## config.mk

```make
export PLATFORM = sky130hd
export DESIGN_NAME = uvs_div
export DESIGN_NICKNAME = d
export VERILOG_FILES = /design/src/hdl/uvs_pkg.sv /design/src/hdl/uvs_div.sv
export SDC_FILE = /design/constraint.sdc
export NUM_CORES = 2
export LEC_CHECK = 0
export BUFFER_PORTS_ARGS = -buffer_cell sky130_fd_sc_hd__buf_2
export CORE_MARGIN = 1
export CORE_UTILIZATION = 65
export CTS_CLUSTER_SIZE = 40
export DETAILED_ROUTE_END_ITERATION = 6
export PLACE_DENSITY = 0.83
export SETUP_SLACK_MARGIN = 0.1
export SYNTH_ARGS = -nofsm -noshare
export SYNTH_HDL_FRONTEND = slang
export SYNTH_SLANG_ARGS = --single-unit
```

## constraint.sdc

```tcl
create_clock -name clock -period 27.3 [get_ports clock]
set_input_delay 2.73 -clock clock [delete_from_list [all_inputs] [get_ports clock]]
set_output_delay 2.73 -clock clock [all_outputs]
set_load 0.05 [all_outputs]
```

## src/hdl/uvs_pkg.sv

```systemverilog
`default_nettype none

package uvs_pkg;

   // Field and register widths
   localparam int INDEX_BITS  = 10;
   localparam int RADIUS_BITS = 16;
   localparam int POS_BITS    = 17;
   localparam int NORM_BITS   = 16;
   localparam int TEX_BITS    = 16;

   // Stream payload widths, padded to whole bytes
   localparam int REQ_FIELD_BITS = 2 * INDEX_BITS;
   localparam int REQ_BITS       = ((REQ_FIELD_BITS + 7) / 8) * 8;
   localparam int RSP_FIELD_BITS = 3 * POS_BITS + 3 * NORM_BITS + 2 * TEX_BITS;
   localparam int RSP_BITS       = ((RSP_FIELD_BITS + 7) / 8) * 8;

   // Register file
   localparam int CSR_ADDR_BITS = 2;
   localparam int CSR_DATA_BITS = RADIUS_BITS;
   localparam logic [CSR_ADDR_BITS-1:0] CSR_RADIUS  = 2'd0;
   localparam logic [CSR_ADDR_BITS-1:0] CSR_SECTORS = 2'd1;
   localparam logic [CSR_ADDR_BITS-1:0] CSR_STACKS  = 2'd2;
   localparam logic [RADIUS_BITS-1:0] RADIUS_RESET  = 16'd256;
   localparam logic [INDEX_BITS-1:0]  SECTORS_RESET = INDEX_BITS'(36);
   localparam logic [INDEX_BITS-1:0]  STACKS_RESET  = INDEX_BITS'(18);

   // Pipelined divider: quotient below 2^33, four quotient bits per stage
   localparam int DIV_LANES     = 4;
   localparam int DIV_QUO_BITS  = 33;
   localparam int DIV_NUM_BITS  = INDEX_BITS + DIV_QUO_BITS;
   localparam int DIV_PER_STAGE = 4;
   localparam int DIV_STAGES    = (DIV_QUO_BITS + DIV_PER_STAGE - 1) / DIV_PER_STAGE;
   localparam int DIV_LANE_PH_V = 0;
   localparam int DIV_LANE_PH_U = 1;
   localparam int DIV_LANE_TX_S = 2;
   localparam int DIV_LANE_TX_T = 3;

   // Pipelined CORDIC, two micro-rotations per stage
   localparam int CORDIC_ITERATIONS = 16;
   localparam int CORDIC_MAX_ITER   = 24;
   localparam int CORDIC_STEPS      = (CORDIC_ITERATIONS > CORDIC_MAX_ITER) ?
                                      CORDIC_MAX_ITER : CORDIC_ITERATIONS;
   localparam int CORDIC_PER_STAGE  = 2;
   localparam int CORDIC_STAGES     = (CORDIC_STEPS + CORDIC_PER_STAGE - 1) / CORDIC_PER_STAGE;
   localparam int CORDIC_LAT        = CORDIC_STAGES + 2;
   localparam int CORDIC_LANES      = 2;
   localparam int CORDIC_W          = 34;
   localparam int PHASE_BITS        = 32;
   localparam int SC_BITS           = 32;
   localparam logic signed [CORDIC_W-1:0] GAIN_Q30 = CORDIC_W'(652032875);

   localparam int POS_LIM  = 65535;
   localparam int NORM_LIM = 16384;

   // Arctangent of 2^-k in 2^-32 turn units
   function automatic logic signed [CORDIC_W-1:0] atan_turn(input int k);
      logic signed [CORDIC_W-1:0] a;
      case (k)
         0:  a = CORDIC_W'(536870912);
         1:  a = CORDIC_W'(316933406);
         2:  a = CORDIC_W'(167458907);
         3:  a = CORDIC_W'(85004756);
         4:  a = CORDIC_W'(42667331);
         5:  a = CORDIC_W'(21354465);
         6:  a = CORDIC_W'(10679838);
         7:  a = CORDIC_W'(5340245);
         8:  a = CORDIC_W'(2670163);
         9:  a = CORDIC_W'(1335087);
         10: a = CORDIC_W'(667544);
         11: a = CORDIC_W'(333772);
         12: a = CORDIC_W'(166886);
         13: a = CORDIC_W'(83443);
         14: a = CORDIC_W'(41722);
         15: a = CORDIC_W'(20861);
         16: a = CORDIC_W'(10430);
         17: a = CORDIC_W'(5215);
         18: a = CORDIC_W'(2608);
         19: a = CORDIC_W'(1304);
         20: a = CORDIC_W'(652);
         21: a = CORDIC_W'(326);
         22: a = CORDIC_W'(163);
         23: a = CORDIC_W'(81);
         default: a = '0;
      endcase
      return a;
   endfunction

endpackage

`default_nettype wire

```

## src/hdl/uvs_div.sv

```systemverilog
`default_nettype none

module uvs_div (
   input  wire logic                              clock,
   input  wire logic                              reset,
   input  wire logic                              en,
   input  wire logic                              in_vld,
   input  wire logic [uvs_pkg::DIV_NUM_BITS-1:0]  num [uvs_pkg::DIV_LANES],
   input  wire logic [uvs_pkg::INDEX_BITS-1:0]    den [uvs_pkg::DIV_LANES],
   output logic                                   out_vld,
   output logic [uvs_pkg::DIV_QUO_BITS-1:0]       quo [uvs_pkg::DIV_LANES]
);
   import uvs_pkg::*;

   logic [INDEX_BITS-1:0]   rem_ff  [DIV_STAGES][DIV_LANES];
   logic [DIV_QUO_BITS-1:0] bits_ff [DIV_STAGES][DIV_LANES];
   logic [DIV_QUO_BITS-1:0] quo_ff  [DIV_STAGES][DIV_LANES];
   logic [INDEX_BITS-1:0]   den_ff  [DIV_STAGES][DIV_LANES];
   logic                    vld_ff  [DIV_STAGES];

   logic [INDEX_BITS-1:0]   src_rem  [DIV_STAGES][DIV_LANES];
   logic [DIV_QUO_BITS-1:0] src_bits [DIV_STAGES][DIV_LANES];
   logic [DIV_QUO_BITS-1:0] src_quo  [DIV_STAGES][DIV_LANES];
   logic [INDEX_BITS-1:0]   src_den  [DIV_STAGES][DIV_LANES];

   logic [INDEX_BITS-1:0]   rem_in  [DIV_STAGES][DIV_LANES];
   logic [DIV_QUO_BITS-1:0] bits_in [DIV_STAGES][DIV_LANES];
   logic [DIV_QUO_BITS-1:0] quo_in  [DIV_STAGES][DIV_LANES];

   // Restoring division, four quotient bits per stage
   always_comb begin
      logic [INDEX_BITS:0]     t;
      logic [INDEX_BITS-1:0]   r;
      logic [DIV_QUO_BITS-1:0] b;
      logic [DIV_QUO_BITS-1:0] q;
      t = '0;
      for (int l = 0; l < DIV_LANES; l++) begin
         src_rem[0][l]  = num[l][DIV_NUM_BITS-1 -: INDEX_BITS];
         src_bits[0][l] = num[l][DIV_QUO_BITS-1:0];
         src_quo[0][l]  = '0;
         src_den[0][l]  = den[l];
      end
      for (int s = 1; s < DIV_STAGES; s++) begin
         for (int l = 0; l < DIV_LANES; l++) begin
            src_rem[s][l]  = rem_ff[s-1][l];
            src_bits[s][l] = bits_ff[s-1][l];
            src_quo[s][l]  = quo_ff[s-1][l];
            src_den[s][l]  = den_ff[s-1][l];
         end
      end
      for (int s = 0; s < DIV_STAGES; s++) begin
         for (int l = 0; l < DIV_LANES; l++) begin
            r = src_rem[s][l];
            b = src_bits[s][l];
            q = src_quo[s][l];
            for (int k = 0; k < DIV_PER_STAGE; k++) begin
               if (s * DIV_PER_STAGE + k < DIV_QUO_BITS) begin
                  t = {r, b[DIV_QUO_BITS-1]};
                  b = {b[DIV_QUO_BITS-2:0], 1'b0};
                  if (t >= {1'b0, src_den[s][l]}) begin
                     r = INDEX_BITS'(t - {1'b0, src_den[s][l]});
                     q = {q[DIV_QUO_BITS-2:0], 1'b1};
                  end else begin
                     r = t[INDEX_BITS-1:0];
                     q = {q[DIV_QUO_BITS-2:0], 1'b0};
                  end
               end
            end
            rem_in[s][l]  = r;
            bits_in[s][l] = b;
            quo_in[s][l]  = q;
         end
      end
   end

   // Advance all stages together; hold on stall
   always_ff @(posedge clock) begin
      if (en) begin
         for (int s = 0; s < DIV_STAGES; s++) begin
            for (int l = 0; l < DIV_LANES; l++) begin
               rem_ff[s][l]  <= rem_in[s][l];
               bits_ff[s][l] <= bits_in[s][l];
               quo_ff[s][l]  <= quo_in[s][l];
               den_ff[s][l]  <= src_den[s][l];
            end
         end
      end
      if (reset) begin
         for (int s = 0; s < DIV_STAGES; s++) vld_ff[s] <= 1'b0;
      end else if (en) begin
         vld_ff[0] <= in_vld;
         for (int s = 1; s < DIV_STAGES; s++) vld_ff[s] <= vld_ff[s-1];
      end
   end

   assign out_vld = vld_ff[DIV_STAGES-1];
   always_comb begin
      for (int l = 0; l < DIV_LANES; l++) quo[l] = quo_ff[DIV_STAGES-1][l];
   end

endmodule

`default_nettype wire

```

==> results.sh <==
export IMPL_rsz0062_at_grt="no"
export IMPL_layout_commonest_cell="edfxtp_1"
export IMPL_worstRegToRegCells=44
export IMPL_cts_setup_buffers=0
export IMPL_synth_cell_types=132
export IMPL_synth_warnings=0
export IMPL_slew_viol_final=0
export IMPL_setup_viol=0
export IMPL_htree_levels=4
export IMPL_slowest_delay_ns=0.58
export IMPL_cp_slowest_cell="o21ai_0"
export IMPL_drt_iter0_markers=8131
export IMPL_grt_max_degree=194
export IMPL_syn_to_final_growth_pct=8.67
export IMPL_cts_sinks=1837
export IMPL_cts_tree="yes"
export IMPL_cts_resized=0
export IMPL_antenna_left=0
export IMPL_synth_edf_count=1837
export IMPL_r2r_start="den_ff[3][1]"
export IMPL_ys_seq_area_frac=0.430
export IMPL_clk_pin_slew_ns=0.06
export IMPL_initial_utilization=0.657
export IMPL_finalHoldViolations=0
export IMPL_worstPathArrival_ns=13.32
export IMPL_clkLatencyLatePin_ns=0.86
export IMPL_drtPass1Iterations=6
export IMPL_ys_seq_elements=1837
export IMPL_rrSetupSlack_ns=14.80
export IMPL_min_from="quo_ff[2][110]"
export IMPL_cts_root_buf="clkbuf_16"
export IMPL_relSlewSlack=0.0861
export IMPL_track_usage=0.316
export IMPL_period_minus_slack_ns=12.75
export IMPL_fmax_mhz=78.4
export IMPL_wire_per_inst_um=21.2
export IMPL_tns_ns=0
export IMPL_rows=162
export IMPL_postSynthAreaPerCell_um2=10.8
export IMPL_syn_inst=11900
export IMPL_min_path_type="reg2reg"
export IMPL_status="completed"
export IMPL_gp_congestion=0.983
export IMPL_clock_path_buffers=3
export IMPL_holdPathStages=0
export IMPL_synthArstFlopShare=0
export IMPL_worstMarginPinSlew_ns=1.37
export IMPL_syn_cell_area_mm2=0.128
export IMPL_worst_slack_ns=14.55
export IMPL_multi_input_area_mm2=0.0686
export IMPL_worstPathRequired_ns=27.86
export IMPL_vias=96000
export IMPL_numCtsBuffers=191
export IMPL_critPathMaxFanout=15
export IMPL_io_pins=349
export IMPL_grt_pass1_wl_um=503000
export IMPL_final_cell_mix="edfxtp_1, ha_1, inv_1"
export IMPL_drive_gt1_frac=0.107
export IMPL_min_to="quo_ff[3][114]"
export IMPL_fillerInstances=13700
export IMPL_dp_hpwl_um=248000
export IMPL_fin_nets=14000
export IMPL_die_area_mm2=0.199
export IMPL_grt_pass1_vias=94100
export IMPL_rr_endpoint="rem_ff[4][1]"
export IMPL_endpoint_kind="register"
export IMPL_pre_cts_slack_ns=13.84
export IMPL_grt_ovfl_total=0
export IMPL_core_area_mm2=0.196
export IMPL_worstSetupStartpointType="input port"
export IMPL_vias_per_cell=6.34
export IMPL_post_route_period_util=0.467
export IMPL_die_h_um=447
export IMPL_syn_nets=13600
export IMPL_drc=0
export IMPL_hold_buffers=0
export IMPL_port_buffers=348
export IMPL_ff_latch_area_mm2=0.0552
export IMPL_antenna_found_initial=14
export IMPL_utilization=0.714
export IMPL_routed_wl_um=321000
export IMPL_max_cap_violations=0
export IMPL_synth_ff_type="edfxtp_1"
export IMPL_finClkSkew_ns=0.0479
export IMPL_critical_path_class="in2reg"
export IMPL_die_w_um=447
-- through the flow --
step                      cell area [um^2]  std cells  hold slack, ns
after detailed placement            133000      14800           0.405
after global placement              133000      14800           0.400
after CTS                           140000      15100           0.377
final                               140000      15100           0.383
after floorplan                     128000      11900           0.400
after global routing                140000      15100           0.383
-- how the worst max path moves through the flow --
stage | start | depth (start not counted) | end | slack [ns]
after floorplan | den[31] | 41 | rem_ff[0][39] | 15.88
after global placement | den[11] | 44 | rem_ff[0][15] | 14.08
after detailed placement | den[11] | 44 | rem_ff[0][14] | 13.84
after CTS | den[11] | 44 | rem_ff[0][14] | 14.66
after global routing | den[11] | 44 | rem_ff[0][15] | 13.75
final | den[11] | 44 | rem_ff[0][14] | 14.55
-- layout make-up --
cell class	count	share of cell area
diodes	5	0.0000896
clock buffers	215	0.0349
clock inverters	140	0.0109
inverters	1072	0.0289
multi-input cells	8852	0.491
flip-flops and latches	1837	0.395
well taps	2624	0.0235
repair buffers	389	0.0150
-- synthesized netlist by cell type (all sizes together) (22+ instances only) --
| master | number | area share |
|---|---|---|
| o211ai | 89 | 0.0054 |
| a211o | 36 | 0.0025 |
| or3 | 78 | 0.0038 |
| o221ai | 98 | 0.0069 |
| a221oi | 66 | 0.0045 |
| and3 | 72 | 0.0035 |
| nor4 | 37 | 0.0024 |
| or2 | 68 | 0.0033 |
| fa | 128 | 0.020 |
| nand2b | 250 | 0.012 |
| mux2 | 417 | 0.037 |
| a21o | 433 | 0.025 |
| nand4 | 221 | 0.011 |
| and4 | 27 | 0.0019 |
| clkbuf | 63 | 0.0018 |
| a21oi | 736 | 0.029 |
| nand3 | 174 | 0.0068 |
| o21ai | 676 | 0.027 |
| a2111oi | 22 | 0.0019 |
| nand2 | 591 | 0.017 |
| a221o | 103 | 0.0080 |
| xnor2 | 587 | 0.040 |
| o21bai | 70 | 0.0042 |
| edfxtp | 1837 | 0.43 |
| nor2b | 284 | 0.014 |
| nor3 | 225 | 0.0092 |
| o31a | 33 | 0.0023 |
| nor3b | 23 | 0.0015 |
| a211oi | 118 | 0.0074 |
| a21boi | 52 | 0.0030 |
| mux2i | 148 | 0.012 |
| o31ai | 66 | 0.0042 |
| a311oi | 26 | 0.0019 |
| o22ai | 31 | 0.0015 |
| buf | 78 | 0.0034 |
| xor2 | 251 | 0.017 |
| and2 | 62 | 0.0030 |
| a31o | 28 | 0.0019 |
| nor2 | 705 | 0.021 |
| inv | 1067 | 0.031 |
| o21a | 214 | 0.013 |
| ha | 1320 | 0.13 |
| a31oi | 54 | 0.0031 |
-- state kept, by name, indices dropped and copies added (netlist names) --
register  flops
den_ff      320
rem_ff      320
vld_ff        9
quo_ff      708
bits_ff     480
-- critical path, delay by kind of cell --
kind	cells	cell delay, ns
buffers and inverters	6	0.86
AOI/OAI and AO/OA	19	4.84
adders and majority gates	4	1.23
and+or+nand+nor	15	3.61
-- cell families after synthesis --
logic type | Yosys count | synth area share
adder cells (fa/ha/maj) | 1448 | 0.149
multiplexers | 565 | 0.0485
buffers and inverters | 1213 | 0.0366
AO/OA/AOI/OAI | 3126 | 0.165
flip-flops | 1837 | 0.430
XOR/XNOR | 838 | 0.0571
AND/OR/NAND/NOR | 2875 | 0.114
-- metal layers --
layer / GRT usage / wire length (um)
met1: 0.404 / 134000
met4: 0.135 / 14400
met5: 0 / 143
met2: 0.535 / 154000
met3: 0.0438 / 19100
Power is left out: the tool's default activity adds up to more than one toggle a clock period on the data nets, which glitch-free logic cannot reach.
